--- src/hdl/brle8_pkg.sv ---
// Shared types, constants and codes for the RLE8 stream decoder.
package brle8_pkg;

   localparam int BRLE8_OUT_LANES_DEF = 8;
   localparam int MAX_WORDS           = 32;
   localparam int CAP_W               = 31;
   localparam int RUN_W               = 9;

   localparam logic [CAP_W-1:0] CAP_RESET = 31'h4000_0000;
   localparam logic [CAP_W-1:0] BW_MAX    = 31'h7FFF_FFFF;

   // parse phases
   localparam logic [1:0] PH_COUNT   = 2'd0;
   localparam logic [1:0] PH_SECOND  = 2'd1;
   localparam logic [1:0] PH_LITERAL = 2'd2;
   localparam logic [1:0] PH_PAD     = 2'd3;

   // escape codes after a zero count
   localparam logic [7:0] ESC_EOL   = 8'd0;
   localparam logic [7:0] ESC_EOI   = 8'd1;
   localparam logic [7:0] ESC_DELTA = 8'd2;

   // end causes
   localparam logic [1:0] CAUSE_END_CODE = 2'd0;
   localparam logic [1:0] CAUSE_CAPACITY = 2'd1;
   localparam logic [1:0] CAUSE_SOURCE   = 2'd2;

   typedef struct packed {
      logic [7:0] code_byte;
      logic       last_byte;
   } req_type;

   typedef struct packed {
      logic [63:0] pixel_bytes;
      logic [3:0]  byte_count;
      logic        image_end;
      logic [1:0]  end_cause;
   } rsp_type;

   typedef struct packed {
      logic take_item;
      logic load_word;
   } cmd_type;

   typedef struct packed {
      logic emits;
      logic last_word;
      logic slot_free;
   } status_type;

endpackage

--- src/hdl/brle8_ctrl.sv ---
// Controller: sequences byte intake and result word emission.
module brle8_ctrl
   import brle8_pkg::*;
(
   input  logic       clock,
   input  logic       reset,
   input  logic       req_valid,
   output logic       req_stall,
   input  status_type status,
   output cmd_type    cmd
);

   localparam logic ST_IDLE = 1'b0;
   localparam logic ST_EMIT = 1'b1;

   logic state_ff;
   logic state_in;

   always_comb begin
      state_in      = state_ff;
      cmd.take_item = 1'b0;
      cmd.load_word = 1'b0;
      unique case (state_ff)
         ST_IDLE: begin
            cmd.take_item = req_valid;
            if (req_valid && status.emits) begin
               state_in = ST_EMIT;
            end
         end
         ST_EMIT: begin
            cmd.load_word = status.slot_free;
            if (status.slot_free && status.last_word) begin
               state_in = ST_IDLE;
            end
         end
         default: state_in = ST_IDLE;
      endcase
   end

   assign req_stall = (state_ff != ST_IDLE);

   always_ff @(posedge clock) begin
      if (reset) begin
         state_ff <= ST_IDLE;
      end else begin
         state_ff <= state_in;
      end
   end

endmodule

--- src/hdl/brle8_dp.sv ---
// Datapath: parse state, byte counter, capacity register and output word register.
module brle8_dp
   import brle8_pkg::*;
#(
   parameter int OUT_LANES = BRLE8_OUT_LANES_DEF
) (
   input  logic             clock,
   input  logic             reset,
   input  req_type          req_data,
   input  logic             csr_write,
   input  logic [CAP_W-1:0] csr_data,
   input  logic             rsp_stall,
   output logic             rsp_valid,
   output rsp_type          rsp_data,
   input  cmd_type          cmd,
   output status_type       status
);

   localparam int                WIDX_W    = $clog2(MAX_WORDS);
   localparam logic [RUN_W-1:0]  LANES_RUN = RUN_W'(OUT_LANES);
   localparam logic [3:0]        LANES_CNT = 4'(OUT_LANES);

   // per-image parse state
   logic [1:0]       phase_ff, phase_in;
   logic [7:0]       held_ff, held_in;
   logic [7:0]       lit_ff, lit_in;
   logic             skip_ff, skip_in;
   logic [1:0]       line_ff, line_in;
   logic [CAP_W-1:0] bw_ff, bw_in;
   logic             done_ff, done_in;
   logic [CAP_W-1:0] cap_ff;

   // emission state
   logic [RUN_W-1:0]  left_ff;
   logic [7:0]        val_ff;
   logic [WIDX_W-1:0] widx_ff;
   logic              endf_ff;
   logic [1:0]        cause_ff;

   // output register
   logic    rsp_valid_ff;
   rsp_type rsp_ff;

   // step results
   logic [RUN_W-1:0] n_w;
   logic [7:0]       val_w;
   logic             ended_w;
   logic [1:0]       cause_w;
   logic             completed_w;
   logic [7:0]       lit_dec;
   logic [1:0]       pad_w;
   logic [CAP_W:0]   bw_sum;
   logic [CAP_W-1:0] bw_sat;

   always_comb begin
      phase_in    = phase_ff;
      held_in     = held_ff;
      lit_in      = lit_ff;
      skip_in     = skip_ff;
      line_in     = line_ff;
      done_in     = done_ff;
      n_w         = '0;
      val_w       = '0;
      ended_w     = 1'b0;
      cause_w     = CAUSE_END_CODE;
      completed_w = 1'b0;
      lit_dec     = (lit_ff != 8'd0) ? lit_ff - 8'd1 : 8'd0;
      // zero bytes still needed to reach a multiple of four
      pad_w       = 2'd0 - line_ff;

      if (!done_ff) begin
         unique case (phase_ff)
            PH_SECOND: begin
               if (held_ff != 8'd0) begin
                  n_w         = RUN_W'(held_ff);
                  val_w       = req_data.code_byte;
                  line_in     = line_ff + held_ff[1:0];
                  completed_w = 1'b1;
               end else if (req_data.code_byte > ESC_DELTA) begin
                  lit_in   = req_data.code_byte;
                  skip_in  = req_data.code_byte[0];
                  phase_in = PH_LITERAL;
               end else if (req_data.code_byte == ESC_EOL) begin
                  // pad the line with zeros to a multiple of four
                  n_w         = RUN_W'(pad_w);
                  line_in     = 2'd0;
                  completed_w = 1'b1;
               end else if (req_data.code_byte == ESC_EOI) begin
                  ended_w = 1'b1;
                  cause_w = CAUSE_END_CODE;
               end else begin
                  completed_w = 1'b1;
               end
            end
            PH_LITERAL: begin
               n_w     = RUN_W'(1);
               val_w   = req_data.code_byte;
               line_in = line_ff + 2'd1;
               lit_in  = lit_dec;
               if (lit_dec == 8'd0) begin
                  if (skip_ff) begin
                     phase_in = PH_PAD;
                  end else begin
                     completed_w = 1'b1;
                  end
               end
            end
            PH_PAD: completed_w = 1'b1;
            default: begin
               if (bw_ff >= cap_ff) begin
                  ended_w = 1'b1;
                  cause_w = CAUSE_CAPACITY;
               end else begin
                  held_in  = req_data.code_byte;
                  phase_in = PH_SECOND;
               end
            end
         endcase
      end

      if (completed_w) begin
         phase_in = PH_COUNT;
         held_in  = '0;
         lit_in   = '0;
         skip_in  = 1'b0;
      end

      bw_sum = {1'b0, bw_ff} + (CAP_W+1)'(n_w);
      bw_sat = bw_sum[CAP_W] ? BW_MAX : bw_sum[CAP_W-1:0];
      bw_in  = done_ff ? bw_ff : bw_sat;

      if (!done_ff && completed_w && !ended_w && (bw_sat >= cap_ff)) begin
         ended_w = 1'b1;
         cause_w = CAUSE_CAPACITY;
      end
      if (!done_ff && !ended_w && req_data.last_byte) begin
         ended_w = 1'b1;
         cause_w = CAUSE_SOURCE;
      end

      if (ended_w) begin
         done_in = 1'b1;
      end
      // a last-flagged byte returns the block to its per-image start
      if ((ended_w || done_ff) && req_data.last_byte) begin
         phase_in = PH_COUNT;
         held_in  = '0;
         lit_in   = '0;
         skip_in  = 1'b0;
         line_in  = '0;
         bw_in    = '0;
         done_in  = 1'b0;
      end
   end

   // next output word
   logic [3:0]  cnt_w;
   logic [63:0] word_w;
   logic        last_w;

   always_comb begin
      cnt_w  = (left_ff < LANES_RUN) ? left_ff[3:0] : LANES_CNT;
      last_w = (left_ff <= LANES_RUN) || (widx_ff == WIDX_W'(MAX_WORDS - 1));
      for (int i = 0; i < 8; i++) begin
         word_w[8*i +: 8] = (4'(i) < cnt_w) ? val_ff : 8'd0;
      end
   end

   assign status.emits     = (n_w != '0) || ended_w;
   assign status.last_word = last_w;
   assign status.slot_free = !rsp_valid_ff || !rsp_stall;

   always_ff @(posedge clock) begin
      if (reset) begin
         phase_ff     <= PH_COUNT;
         held_ff      <= '0;
         lit_ff       <= '0;
         skip_ff      <= 1'b0;
         line_ff      <= '0;
         bw_ff        <= '0;
         done_ff      <= 1'b0;
         cap_ff       <= CAP_RESET;
         rsp_valid_ff <= 1'b0;
      end else begin
         if (csr_write) begin
            cap_ff <= csr_data;
         end
         if (cmd.take_item) begin
            phase_ff <= phase_in;
            held_ff  <= held_in;
            lit_ff   <= lit_in;
            skip_ff  <= skip_in;
            line_ff  <= line_in;
            bw_ff    <= bw_in;
            done_ff  <= done_in;
         end
         if (cmd.load_word) begin
            rsp_valid_ff <= 1'b1;
         end else if (!rsp_stall) begin
            rsp_valid_ff <= 1'b0;
         end
      end
   end

   always_ff @(posedge clock) begin
      if (cmd.take_item) begin
         left_ff  <= n_w;
         val_ff   <= val_w;
         widx_ff  <= '0;
         endf_ff  <= ended_w;
         cause_ff <= cause_w;
      end else if (cmd.load_word) begin
         left_ff <= left_ff - RUN_W'(cnt_w);
         widx_ff <= widx_ff + WIDX_W'(1);
      end
      if (cmd.load_word) begin
         rsp_ff.pixel_bytes <= word_w;
         rsp_ff.byte_count  <= cnt_w;
         rsp_ff.image_end   <= endf_ff && last_w;
         rsp_ff.end_cause   <= (endf_ff && last_w) ? cause_ff : CAUSE_END_CODE;
      end
   end

   assign rsp_valid = rsp_valid_ff;
   assign rsp_data  = rsp_ff;

endmodule

--- src/hdl/bmp_rle8_stream_decoder_unit.sv ---
// Top level of the bitmap RLE8 stream decoder: controller plus datapath.
// Takes one compressed byte per transfer and returns decoded pixel bytes packed
// up to OUT_LANES per result word, first byte in bits 7:0. A byte causes k
// result words, k from 0 to 32 (a 255-byte fill run gives 32 words at eight
// lanes). The emission sequencer loads them one per cycle into the single
// output word register while it is free (rsp_stall holds it); the input is
// stalled while the words of a byte drain, and the next byte is taken while
// the last word still waits in that register.
// The output_capacity register is written through the csr channel (always
// ready); write it only while the block is idle. After an image ends, bytes
// are dropped until one flagged last, which readies the block for a new image.
module bmp_rle8_stream_decoder_unit
   import brle8_pkg::*;
#(
   parameter int OUT_LANES = BRLE8_OUT_LANES_DEF
) (
   input  logic             clock,
   input  logic             reset,
   // compressed byte input
   input  logic             req_valid,
   output logic             req_stall,
   input  req_type          req_data,
   // decoded result words
   output logic             rsp_valid,
   input  logic             rsp_stall,
   output rsp_type          rsp_data,
   // output_capacity register write
   input  logic             csr_valid,
   output logic             csr_ready,
   input  logic [CAP_W-1:0] csr_data
);

   cmd_type    cmd;
   status_type status;

   // register writes never wait
   assign csr_ready = 1'b1;

   // sequencer: take a byte, then load its result words one per unstalled cycle
   brle8_ctrl u_ctrl (
      .clock     (clock),
      .reset     (reset),
      .req_valid (req_valid),
      .req_stall (req_stall),
      .status    (status),
      .cmd       (cmd)
   );

   // parse state, counters and the output word register
   brle8_dp #(
      .OUT_LANES (OUT_LANES)
   ) u_dp (
      .clock     (clock),
      .reset     (reset),
      .req_data  (req_data),
      .csr_write (csr_valid && csr_ready),
      .csr_data  (csr_data),
      .rsp_stall (rsp_stall),
      .rsp_valid (rsp_valid),
      .rsp_data  (rsp_data),
      .cmd       (cmd),
      .status    (status)
   );

endmodule

--- config.mk ---
export PLATFORM = sky130hd
export DESIGN_NAME = bmp_rle8_stream_decoder_unit
export DESIGN_NICKNAME = d
export VERILOG_FILES = /design/src/hdl/brle8_pkg.sv /design/src/hdl/brle8_ctrl.sv /design/src/hdl/brle8_dp.sv /design/src/hdl/bmp_rle8_stream_decoder_unit.sv
export SDC_FILE = /design/constraint.sdc
export NUM_CORES = 1
export LEC_CHECK = 0
export ABC_CLOCK_PERIOD_IN_PS = 7900
export BUFFER_PORTS_ARGS = -buffer_cell sky130_fd_sc_hd__buf_2
export CORE_AREA = 3 3 143 145
export CTS_BUF_LIST = sky130_fd_sc_hd__clkbuf_16
export DETAILED_ROUTE_END_ITERATION = 7
export DIE_AREA = 0 0 146 148
export MAX_ROUTING_LAYER = met4
export PLACE_DENSITY_LB_ADDON = 0.05
export SETUP_SLACK_MARGIN = 0.05
export SKIP_CTS_REPAIR_TIMING = 1
export SKIP_LAST_GASP = 1
export SYNTH_ARGS = -nofsm -noshare
export SYNTH_HDL_FRONTEND = slang
export SYNTH_SLANG_ARGS = --single-unit
export TNS_END_PERCENT = 30
--- constraint.sdc ---
create_clock -name clock -period 7.9 [get_ports clock]
set_clock_uncertainty 0.1 [all_clocks]
set_input_delay 1.58 -clock clock [delete_from_list [all_inputs] [get_ports clock]]
set_output_delay 1.58 -clock clock [all_outputs]
set_load 0.01 [all_outputs]
# Word level (Yosys, flattened, before mapping)
# Index checks and enable logic that the tools add are counted.
dict set report totals {
  regBits 182
  inputBits 45
  output_inout_bits 74
  elab_cells 180
}
dict set report classes {
  add_sub_neg 7
  n_lt_le_gt_ge 13
  n_eq_ne 19
  mux 76
  bitwise 1
  reduce_logical 38
}
# cell n
set op_table {}
lappend op_table {{two-way mux 8 bit} 12}
lappend op_table {{two-way mux 31 bit} 3}
lappend op_table {{>= comparator 31 bit} 2}
lappend op_table {{two-way mux 9 bit} 5}
lappend op_table {{two-way mux 2 bit} 17}
lappend op_table {{adder 31 x 9 -> 32 bit} 1}
lappend op_table {{one-hot mux 8 bit (2 select lines)} 2}
lappend op_table {{two-way mux 1 bit} 30}
lappend op_table {{one-hot mux 9 bit (2 select lines)} 1}
lappend op_table {{logical NOT 8 bit} 2}
lappend op_table {{< comparator 3 x 4 -> 1 bit (first input constant)} 4}
lappend op_table {{inequality test 4 x 1 -> 1 bit (second input constant)} 4}
lappend op_table {{nonzero test 8 bit} 2}
lappend op_table {{AND reduction 5 bit} 3}
lappend op_table {{less-or-equal comparator 9 x 4 -> 1 bit (second input constant)} 1}
lappend op_table {{logical AND 1 bit} 9}
lappend op_table {{< comparator 9 x 4 -> 1 bit (second input constant)} 1}
lappend op_table {{nonzero test 3 bit} 3}
lappend op_table {{nonzero test 9 bit} 1}
lappend op_table {{subtractor 9 x 4 -> 9 bit} 1}
lappend op_table {{== test 8 x 1 -> 1 bit (second input constant)} 1}
lappend op_table {{greater-than comparator 8 x 2 -> 1 bit (second input constant)} 1}
lappend op_table {{< comparator 1 x 4 -> 1 bit (first input constant)} 2}
lappend op_table {{< comparator 2 x 4 -> 1 bit (first input constant)} 2}
lappend op_table {{30 further kinds} 44}

# Depth between registers and ports, before layout
# Gate-level depths: netlist of run 1.
dict set report depth {
  ltp_word 19
  mapped_depth 24
  ltp_nobuf 23
}

# Cells and area by module
# From an unflattened synthesis of run 1, not the netlist that was laid out.
dict set report unflattened {
  cells_unflattened 1064
  hier_area_um2 10253.6
}
# mod instances cells_per_inst area_per_inst_um2 seq_area_each_um2
set modules_own_cells {}
lappend modules_own_cells {brle8_dp 1 1057 10192.3 4534.3}
lappend modules_own_cells {brle8_ctrl 1 5 50.0 20.0}
lappend modules_own_cells {bmp_rle8_stream_decoder_unit 1 2 11.3 0.0}

# Worst setup path before layout of run 1
# OpenSTA, ideal clock, no wires.
dict set report synth_path {
  path_type {input -> register}
  startpoint {in req_data[7] (netlist name)}
  endpoint {reg u_dp.cause_ff[1], data pin}
  setup_time_ns 0.255
  arrival_ns 6.276
  required_ns 7.545
  path_slack_ns 1.268
  cell_stages 23
  n_path_buf 0
  cell_sequence {nor4_1 and4_1 a31oi_1 nor2_1 o21a_1 ha_1 inv_1 fa_1 nor2b_1 o21ai_0 a21boi_1 o21ai_2 a2111oi_0 xnor2_1 nand2_1 ha_1 and4_1 and4_1 o2111ai_1 a2111o_1 o211ai_1 a22oi_1 and3_1}
}
dict set report synth_between {
  elab_chain_cells 14
  word_cells_on_any_way 32
  cone_classes {1 x add/sub; 2 x order compare; 1 x eq/ne; 20 x mux; 8 x reduce/logical}
}
# item line
set synth_rtl {}
lappend synth_rtl {{from (decl)} bmp_rle8_stream_decoder_unit.sv:22} ;# input req_type req_data,
lappend synth_rtl {{parallel branches: the longest is 14 deep, another holds adder 31 x 9 -> 32 bit} n/a}
lappend synth_rtl {{to (signal assigned)} brle8_dp.sv:211} ;# cause_ff <= cause_w;
lappend synth_rtl {{to (decl)} brle8_dp.sv:38} ;# logic [1:0] cause_ff;
# Parallel ways; which one is timed is not known.
# A chain may end at the register's enable or synchronous reset.

# Worst setup path after layout of run 1
# Ends and elaborated chain as after synthesis.

==> impl_metrics.tcl, run 1 <==
set metrics [dict create \
    synth_common_cells "nand2_1 (110), dfxtp_1 (91), edfxtp_1 (91), nor2_1 (83), ha_1 (80)" \
    fin_crit_sh 0.883 \
    critPathMostFrequentCell "and4_1" \
    fin_area_sq_um 12000 \
    tns_ns 0 \
    holdPathStages 2 \
    viasPerCell 5.68 \
    avgSynthCellArea_sq_um 9.53 \
    drcViolationCount 0 \
    grt_max_degree 76 \
    grt_most_used_layer "met2" \
    place_congestion 0.896 \
    synthTopCellsByArea "edfxtp_1 (26%), dfxtp_1 (17%), ha_1 (9.5%)" \
    pre_cts_slack_ns 0.513 \
    worst_pin_slew_ns 1.08 \
    grt_util_all_layers 0.246 \
    drt_iter0_drc 703 \
    cts.htree.levels 4 \
    ys_ff_latch 182 \
    routedWlPerCell_microns 17.5 \
    rrSetupSlack_ns 1.86 \
    postPlaceCellArea_sq_um 11300 \
    hold_path_end "u_dp.widx_ff[4]" \
    required_ns 8.00 \
    root_buffer "clkbuf_16" \
    endpoint_kind "flop" \
    nFillCells 1707 \
    post-synth-top-count-cell "nand2_1" \
    drv_slew 0 \
    ios 119 \
    grt_pass1_vias 7788 \
    grt_pass1_wl_microns 41800 \
    power.switching_w 0.000709 \
    totalWireLength_microns 26000 \
    ys_warn_count 0 \
    synth_top_area_frac 0.261 \
    p_seq_frac 0.474 \
    rows 51 \
    p_clk_frac 0.381 \
    cpPeakStageDelay_ns 0.54 \
    fp.dieW_microns 146 \
    p_leak_nw 5.08 \
    ir_drop_uv 171 \
    crit_path_top_delay_cell "nor4_1" \
    die_area_sq_um 21600 \
    min_from "u_dp.widx_ff[4]" \
    worstRegToRegCells 23 \
    worstHoldPathType "flop to flop" \
    clkLatencyLatePin_ns 0.44 \
    drive_above_1_share 0.158 \
    firstDrtPassIters 5 \
    slew_headroom 0.277 \
    arrival_ns 7.07 \
    cts_tree "built" \
    fin_nets 1331 \
    cp_num_buf_inv 3 \
    netlist_instances 1100 \
    ant_nets 0 \
    num_vias 8433 \
    gr-total-overflow 0 \
    setup_slack_ns 0.927 \
    r2r-end "u_dp.cause_ff[1]" \
    outcome "complete, no violations" \
    syn-cell-area_sq_um 10500 \
    synth_top_flop_cell "edfxtp_1" \
    start_kind "input pin" \
    dp_hpwl_microns 19100 \
    yosysSeqAreaShare 0.434 \
    met3_usage 0.0399 \
    portBuffers 117 \
    clkTransAtPathRegs_ns 0.08 \
    clock_sinks 182 \
    period_needed_ns 6.97 \
    criticalPathCategory "input pin to flop" \
    maxCapViolCount 0 \
    syn_to_final_growth_pct 14.1 \
    antenna_found_initial 1 \
    core_area_sq_um 19300 \
    met1_usage 0.335 \
    met2_usage 0.386 \
    synthArstFlopShare 0 \
    synth_edf_count 91 \
    fmax_mhz 143 \
    timing_hold_violations_final 0 \
    fp.dieH_microns 148 \
    cp_top_family "compound AO/OA/AOI/OAI gates" \
    p_int_w 0.00164 \
    p_comb_frac 0.144 \
    rsz0062_at_grt "no" \
    synth_top_area_cell "edfxtp_1" \
    setup_viol 0 \
    cts_buffers 17 \
    ys_types 81 \
    switching_share 0.301 \
    start_util 0.542 \
    critPathMaxFanout 8 \
    rr_startpoint "u_dp.phase_ff[0]" \
    clock_path_buffers 2 \
    power_density_nw_per_um2 197 \
]
## worst max path at each step
| stage | endpoint | slack (ns) | start | cells after the start |
|---|---|---|---|---|
| 6_report | u_dp.cause_ff[1] | 0.93 | req_data[7] | 25 |
| 5_1_grt | u_dp.endf_ff | 0.51 | req_data[7] | 24 |
| 4_1_cts | u_dp.cause_ff[1] | 0.97 | req_data[7] | 25 |
| 3_5_place_dp | u_dp.cause_ff[1] | 0.51 | req_data[7] | 25 |
| 3_3_place_gp | u_dp.cause_ff[1] | 0.60 | req_data[7] | 25 |
| 2_1_floorplan | u_dp.cause_ff[1] | 1.27 | req_data[7] | 23 |
## worst reg2reg max path, stage by stage, from the launching register on
cell,delay [ns]
dfxtp_1,0.40
inv_1,0.08
ha_1,0.35
nor2b_1,0.51
o21a_1,0.27
ha_1,0.18
inv_1,0.05
fa_1,0.37
nor2b_1,0.14
o21ai_0,0.11
a21boi_1,0.27
o21ai_2,0.20
a2111oi_0,0.41
buf_4,0.20
xnor2_1,0.11
nand2_1,0.07
ha_1,0.30
and4_1,0.22
and4_1,0.20
o2111ai_1,0.15
a2111o_1,0.44
o211ai_1,0.18
a22oi_1,0.24
and3_1,0.24
## cell usage in the layout (no fill, tap or decap), types with 10 or more instances in the layout
| master | n |
|---|---|
| buf_4 | 13 |
| inv_1 | 60 |
| o22ai_1 | 10 |
| a21oi_1 | 68 |
| a22o_1 | 11 |
| mux2i_1 | 34 |
| edfxtp_1 | 91 |
| and3_1 | 16 |
| nor3_1 | 22 |
| buf_2 | 117 |
| xnor2_1 | 17 |
| o21ai_0 | 38 |
| and2_1 | 52 |
| clkbuf_16 | 17 |
| mux2_2 | 10 |
| a31oi_1 | 10 |
| nand2_1 | 110 |
| dfxtp_1 | 91 |
| o21a_1 | 12 |
| nor2_1 | 83 |
| nor2b_1 | 41 |
| nand3_1 | 38 |
| ha_1 | 80 |
## stage by stage
step,cells,power (W),utilization,hold slack [ns]
finish,1484,0.00235,0.619,0.360
global route,1484,0.00245,0.619,0.375
CTS,1483,0.00236,0.619,0.364
detailed placement,1451,0.00148,0.586,0.353
global placement,1451,0.00147,0.586,0.345
floorplan,1101,0.00136,-,0.338
## cells by family (layout without fill, tap and decap cells)
| family | Yosys count | count (layout) | share of synthesized area |
|---|---|---|---|
| buf+inv | 106 | 223 | 0.0393 |
| xor+xnor | 25 | 25 | 0.0209 |
| fa+ha+maj | 81 | 81 | 0.0974 |
| simple gates | 411 | 411 | 0.201 |
| flops | 182 | 182 | 0.434 |
| compound gates | 250 | 250 | 0.163 |
| other cells | 1 | 3 | 0.000358 |
| mux | 44 | 44 | 0.0432 |
## power groups by stage
stage          clock network, W  logic [W]  registers, W
2_1_floorplan                 0   0.000227       0.00114
3_3_place_gp                  0   0.000333       0.00114
3_5_place_dp                  0   0.000339       0.00114
4_1_cts                0.000907   0.000340       0.00112
5_1_grt                0.000948   0.000381       0.00112
6_report               0.000896   0.000340       0.00112
## final cells by class
class | count | area (sq um) | share of cell area
Sequential cell | 182 | 4550 | 0.381
Clock inverter | 15 | 201 | 0.0168
Timing Repair Buffer | 130 | 683 | 0.0571
Clock buffer | 17 | 425 | 0.0356
Multi-Input combinational cell | 813 | 5530 | 0.463
Tap cell | 265 | 332 | 0.0277
Inverter | 61 | 229 | 0.0191
Antenna cell | 1 | 2.50 | 0.000209
## sequential cells by signal (all words and copies together), names as in the netlist, 2 cells and up
register	count
u_dp.cap_ff	31
u_dp.bw_ff	31
u_dp.line_ff	2
u_dp.held_ff	8
u_dp.val_ff	8
u_dp.widx_ff	5
u_dp.lit_ff	8
u_dp.left_ff	9
u_dp.phase_ff	2
u_dp.rsp_data	71
u_dp.cause_ff	2
## routing by layer
| metal | share of wire | wire [microns] | up-vias |
|---|---|---|---|
| met2 | 0.47 | 12100 | 238 |
| li1 | - | - | 4212 |
| met4 | 0.017 | 432 | 0 |
| met1 | 0.46 | 12000 | 3946 |
| met3 | 0.053 | 1370 | 37 |
| met5 | 0 | 0 | - |
Note: power is estimated with default switching activity, not from simulation.
==> run 2: changes to the inputs <==
- ABC_AREA: not set -> 1
- CORE_AREA: 3 3 143 145 -> 3 3 142 144
- DIE_AREA: 0 0 146 148 -> 0 0 145 147
==> run 2 against run 1 <==
Wire length shrank 3.3%. Power increased by 8.5%. Final area decreased by 1.4%. Sequential power hardly changed. Global-route usage down 0.49 points. Sequential share of layout area grew 0.53 points. Largest cell class unchanged.
==> impl_metrics.tcl, run 2 <==
set metrics [dict create \
    gr-total-overflow 0 \
    avgSynthCellArea_sq_um 7.92 \
    synthSimpleGateAreaFrac 0.251 \
    synth_top_family_by_area "simple AND/OR/NAND/NOR gates" \
    holdPathStages 1 \
    cts_tree "built" \
    ant_nets 0 \
    met2_length_microns 10900 \
    yosysSeqAreaShare 0.440 \
    multi_input_area_sq_um 5040 \
    cpPeakStageDelay_ns 0.40 \
    place_congestion 0.931 \
    crit_path_top_delay_cell "fa_1" \
    critPathMaxFanout 6 \
    setup_viol 0 \
    largest_reg_flops 71 \
    synth_common_cells "nand2_1 (291), inv_1 (154), nor2_1 (154), a21oi_1 (124)" \
    drv_slew 0 \
    muxShareOfSynthArea 0 \
    cts_buffers 17 \
    criticalPathCategory "input pin to flop" \
    synth_edf_count 91 \
    layout_commonest_cell "nand2_1" \
    mostFrequentLayoutCells "nand2_1 (291), inv_1 (154), nor2_1 (151)" \
    tns_ns 0 \
    clock_path_buffers 2 \
    critPathMostFrequentCell "nand2_1" \
    antenna_found_initial 0 \
    start_kind "input pin" \
    fmax_mhz 158 \
    drcViolationCount 0 \
    dr.max_layer_used "met4" \
    ys_types 56 \
    whs_ns 0.352 \
    dp_hpwl_microns 18900 \
    totalWireLength_microns 25100 \
    post-synth-top-count-cell "nand2_1" \
    power.switching_w 0.000840 \
    drive_above_1_share 0.138 \
    start_util 0.549 \
    drt_iter0_drc 579 \
    worst_pin_slew_ns 1.12 \
    worstHoldPathType "flop to flop" \
    grt_pass1_vias 8204 \
    root_buffer "clkbuf_16" \
    ff_latch_area_sq_um 4550 \
    syn-cell-area_sq_um 10300 \
    worstRegToRegCells 31 \
    grt_util_all_layers 0.241 \
    routedWlPerCell_microns 14.9 \
    ys_warn_count 0 \
    rrSetupSlack_ns 2.25 \
    p_seq_frac 0.450 \
    timing_hold_violations_final 0 \
    min_from "u_dp.widx_ff[3]" \
    p_int_w 0.00171 \
    clkTransAtPathRegs_ns 0.07 \
    ys_ff_latch 182 \
    arrival_ns 6.40 \
    wl_met3_microns 1180 \
    outcome "complete, no violations" \
    fp.dieH_microns 147 \
    synth_top_area_cell "edfxtp_1" \
    p_leak_nw 5.32 \
    clkLatencyLatePin_ns 0.45 \
    cts.htree.levels 4 \
    synth_top_area_frac 0.264 \
    synthArstFlopShare 0 \
    synth_compound_gate_area_share 0.119 \
    period_needed_ns 6.32 \
    ios 119 \
    rows 50 \
    synth-xor-area-share 0.0161 \
    die_area_sq_um 21300 \
    viasPerCell 5.31 \
    core_area_sq_um 18800 \
    num_vias 8958 \
    fin_cells 1688 \
    netlist_instances 1306 \
    synthTopCellsByArea "edfxtp_1 (26%), dfxtp_1 (18%), nand2_1 (11%)" \
    wl_met1_microns 12600 \
    p_comb_frac 0.199 \
    syn_to_final_growth_pct 14.1 \
    pre_cts_slack_ns 1.19 \
    placedCellCount 1656 \
    diodes 0 \
    synth-adder-area-share 0.0987 \
    clock_sinks 182 \
    fp.dieW_microns 145 \
    endpoint_kind "flop" \
    setup_slack_ns 1.58 \
    rsz0062_at_grt "no" \
    portBuffers 117 \
    slew_headroom 0.250 \
    grt_pass1_wl_microns 41200 \
    rr_startpoint "u_dp.phase_ff[1]" \
    grt_max_degree 77 \
    fin_crit_sh 0.800 \
    firstDrtPassIters 5 \
    hold_path_end "u_dp.widx_ff[3]" \
    required_ns 7.98 \
    synth_top_flop_cell "edfxtp_1" \
    fin_nets 1541 \
    r2r-end "u_dp.cause_ff[1]" \
    nFillCells 1698 \
    maxCapViolCount 0 \
    switching_share 0.329 \
    p_clk_frac 0.351 \
    ir_drop_uv 170 \
    power_density_nw_per_um2 216 \
]
## run 2: routing by layer
metal / up-vias / global-route usage
li1: 4587 / -
met1: 4088 / 0.347
met2: 246 / 0.361
met3: 37 / 0.0358
met4: 0 / 0.0613
met5: - / -
## run 2: layout make-up
type / instances / area share
clock inverter: 15 / 0.0171
sequential: 182 / 0.386
clock buffer: 17 / 0.0361
tap: 260 / 0.0276
multi-input combinational: 927 / 0.427
inverter: 164 / 0.0525
timing repair buffer: 123 / 0.0535
## run 2: worst max-delay path by stage
stage / start / end / slack (ns)
2_1_floorplan: rsp_stall / u_dp.left_ff[0] / 1.74
3_3_place_gp: req_data[7] / u_dp.cause_ff[1] / 1.39
3_5_place_dp: req_data[7] / u_dp.cause_ff[1] / 1.19
4_1_cts: req_data[5] / u_dp.cause_ff[1] / 1.63
5_1_grt: req_data[7] / u_dp.cause_ff[1] / 1.14
6_report: req_data[7] / u_dp.cause_ff[1] / 1.58
## run 2: cells by family (layout without fill, tap and decap cells)
kind of cell | after synthesis | in the layout
AOI/OAI and AO/OA | 227 | 227
and+or+nand+nor | 598 | 598
adders and majority gates | 81 | 81
xor gates and xnor gates | 19 | 19
buffers and inverters | 198 | 319
other | 1 | 2
DFF | 182 | 182
## run 2: stage by stage
stage                util  cell area [sq um]  total power [W]
floorplan               -              10300          0.00153
global placement    0.593              11200          0.00167
detailed placement  0.593              11200          0.00167
CTS                 0.626              11800          0.00256
global route        0.626              11800          0.00267
finish              0.626              11800          0.00255
## run 2: power groups by stage
stage | clock (W) | combinational (W) | sequential (W)
after detailed placement | 0 | 0.000503 | 0.00117
final | 0.000896 | 0.000507 | 0.00115
after global placement | 0 | 0.000499 | 0.00117
after CTS | 0.000904 | 0.000506 | 0.00115
after global routing | 0.000944 | 0.000570 | 0.00116
after floorplan | 0 | 0.000343 | 0.00118
## run 2: worst max-delay path, delay by kind of cell
kind,cells,cell delay (ns)
and+or+nand+nor,21,2.65
adders and majority gates,3,0.91
AOI/OAI and AO/OA,4,0.83
buffers and inverters,4,0.28
xor gates and xnor gates,1,0.16
==> run 3: changes to the inputs <==
- ABC_CLOCK_PERIOD_IN_PS: 7900 -> 6000
- clock period: 7.9 -> 6 ns (I/O delays scaled with it)
==> run 3 against run 2 <==
Wire length is 1.8% higher. Power is 32% higher. Register-to-register slack worse by 1.5 ns. Largest cell class unchanged. Highest routed layer unchanged.
==> impl_metrics.tcl, run 3 (same netlist as run 2, synthesis figures left out) <==
set metrics [dict create \
    routedWlPerCell_microns 15.1 \
    r2r-end "u_dp.cause_ff[1]" \
    antenna_found_initial 0 \
    slew_headroom 0.249 \
    fin_area_sq_um 11900 \
    cts.htree.levels 4 \
    cp_top_family "simple AND/OR/NAND/NOR gates" \
    clock_path_buffers 2 \
    fin_crit_sh 0.912 \
    die_area_sq_um 21300 \
    drive_above_1_share 0.145 \
    maxCapViolCount 0 \
    setup_viol 0 \
    critPathMostFrequentCell "nand2_1" \
    cts_buffers 17 \
    power_density_nw_per_um2 283 \
    total_power_w 0.00336 \
    arrival_ns 5.55 \
    timing_hold_violations_final 0 \
    drcViolationCount 0 \
    gr-total-overflow 0 \
    tns_ns 0 \
    start_util 0.549 \
    largest_reg_flops 71 \
    worst_pin_slew_ns 1.13 \
    cts_tree "built" \
    rsz0062_at_grt "no" \
    grt_pass1_vias 8307 \
    totalWireLength_microns 25600 \
    start_kind "input pin" \
    p_seq_frac 0.449 \
    root_buffer "clkbuf_16" \
    switching_share 0.330 \
    place_congestion 0.942 \
    worstRegToRegCells 29 \
    grt_pass1_wl_microns 41800 \
    fp.dieH_microns 147 \
    min_from "u_dp.widx_ff[3]" \
    num_vias 8934 \
    rrSetupSlack_ns 0.71 \
    period_needed_ns 5.47 \
    clock_sinks 182 \
    endpoint_kind "flop" \
    clkTransAtPathRegs_ns 0.08 \
    worstHoldPathType "flop to flop" \
    cpPeakStageDelay_ns 0.40 \
    whs_ns 0.368 \
    criticalPathCategory "input pin to flop" \
    critPathMaxFanout 4 \
    p_comb_frac 0.199 \
    required_ns 6.08 \
    holdPathStages 1 \
    outcome "complete, no violations" \
    ios 119 \
    grt_max_degree 48 \
    hold_path_end "u_dp.widx_ff[3]" \
    grt_util_all_layers 0.247 \
    fin_nets 1548 \
    fmax_mhz 183 \
    mostFrequentLayoutCells "nand2_1 (291), inv_1 (154), nor2_1 (149)" \
    viasPerCell 5.27 \
    drt_iter0_drc 633 \
    firstDrtPassIters 5 \
    crit_path_top_delay_cell "fa_1" \
    nFillCells 1728 \
    ir_drop_uv 216 \
    ant_nets 0 \
    clkLatencyLatePin_ns 0.44 \
    cp_num_cells 31 \
    portBuffers 117 \
    diodes 0 \
    cp_num_buf_inv 3 \
    dp_hpwl_microns 19400 \
    p_leak_nw 5.36 \
    fp.dieW_microns 145 \
    drv_slew 0 \
    postPlaceCellArea_sq_um 11200 \
    layout_commonest_cell "nand2_1" \
    syn_to_final_growth_pct 14.8 \
    p_clk_frac 0.352 \
    rows 50 \
    power.switching_w 0.00111 \
    p_int_w 0.00225 \
    core_area_sq_um 18800 \
    rr_startpoint "u_dp.phase_ff[1]" \
]
==> run 3: cell types whose count changed in the layout (fill, tap and decap cells not counted) <==
cell      before  now
clkinv_8       4    5
nor2_1       151  149
o21bai_2       0    1
nor2_4         2    4
inv_8          4    3
o21bai_1       6    5
nor3_2         0    1
buf_4          6   13
nor3_1        27   26
==> run 3: final cells by class <==
| type | count | area (sq um) | share of cell area |
|---|---|---|---|
| multi-input cells | 927 | 5060 | 0.426 |
| flip-flops and latches | 182 | 4550 | 0.383 |
| repair buffers | 130 | 683 | 0.0575 |
| clock buffers | 17 | 425 | 0.0358 |
| clock inverters | 15 | 206 | 0.0174 |
| inverters | 164 | 619 | 0.0521 |
| well taps | 260 | 325 | 0.0274 |
==> run 3: routing by layer <==
layer / vias to the layer above / wire [microns] / share of wire / track usage
li1: 4595 / - / - / -
met1: 4111 / 12700 / 0.50 / 0.349
met2: 212 / 11300 / 0.44 / 0.373
met3: 16 / 1330 / 0.052 / 0.0472
met4: 0 / 265 / 0.010 / 0.0546
met5: - / 0 / 0 / -
==> run 3: per-stage QoR <==
stage,worst slack [ns],util,std cells
CTS,0.486,0.630,1695
finish,0.526,0.631,1695
detailed placement,0.0312,0.596,1663
global placement,0.203,0.596,1663
global route,0.0714,0.631,1695
floorplan,0.218,-,1307
==> run 3: how the worst max path moves through the flow <==
stage	to	from	slack (ns)
2_1_floorplan	u_dp.left_ff[0]	rsp_stall	0.22
3_3_place_gp	u_dp.cause_ff[1]	req_data[7]	0.20
3_5_place_dp	u_dp.cause_ff[1]	req_data[7]	0.03
4_1_cts	u_dp.cause_ff[1]	req_data[7]	0.49
5_1_grt	u_dp.cause_ff[1]	req_data[7]	0.07
6_report	u_dp.cause_ff[1]	req_data[7]	0.53
==> run 3: power by group through the flow <==
stage	logic (W)	registers [W]	clock network (W)
2_1_floorplan	0.000452	0.00156	0
3_3_place_gp	0.000660	0.00154	0
3_5_place_dp	0.000667	0.00154	0
4_1_cts	0.000670	0.00151	0.00121
5_1_grt	0.000761	0.00152	0.00124
6_report	0.000669	0.00151	0.00118
==> run 3: worst register-to-register path: cells and delay by family, from the launching register on <==
family | cells | cell delay, ns
compound gates | 4 | 0.56
flops | 1 | 0.39
fa+ha+maj | 4 | 1.17
simple gates | 16 | 2.34
buf+inv | 5 | 0.42
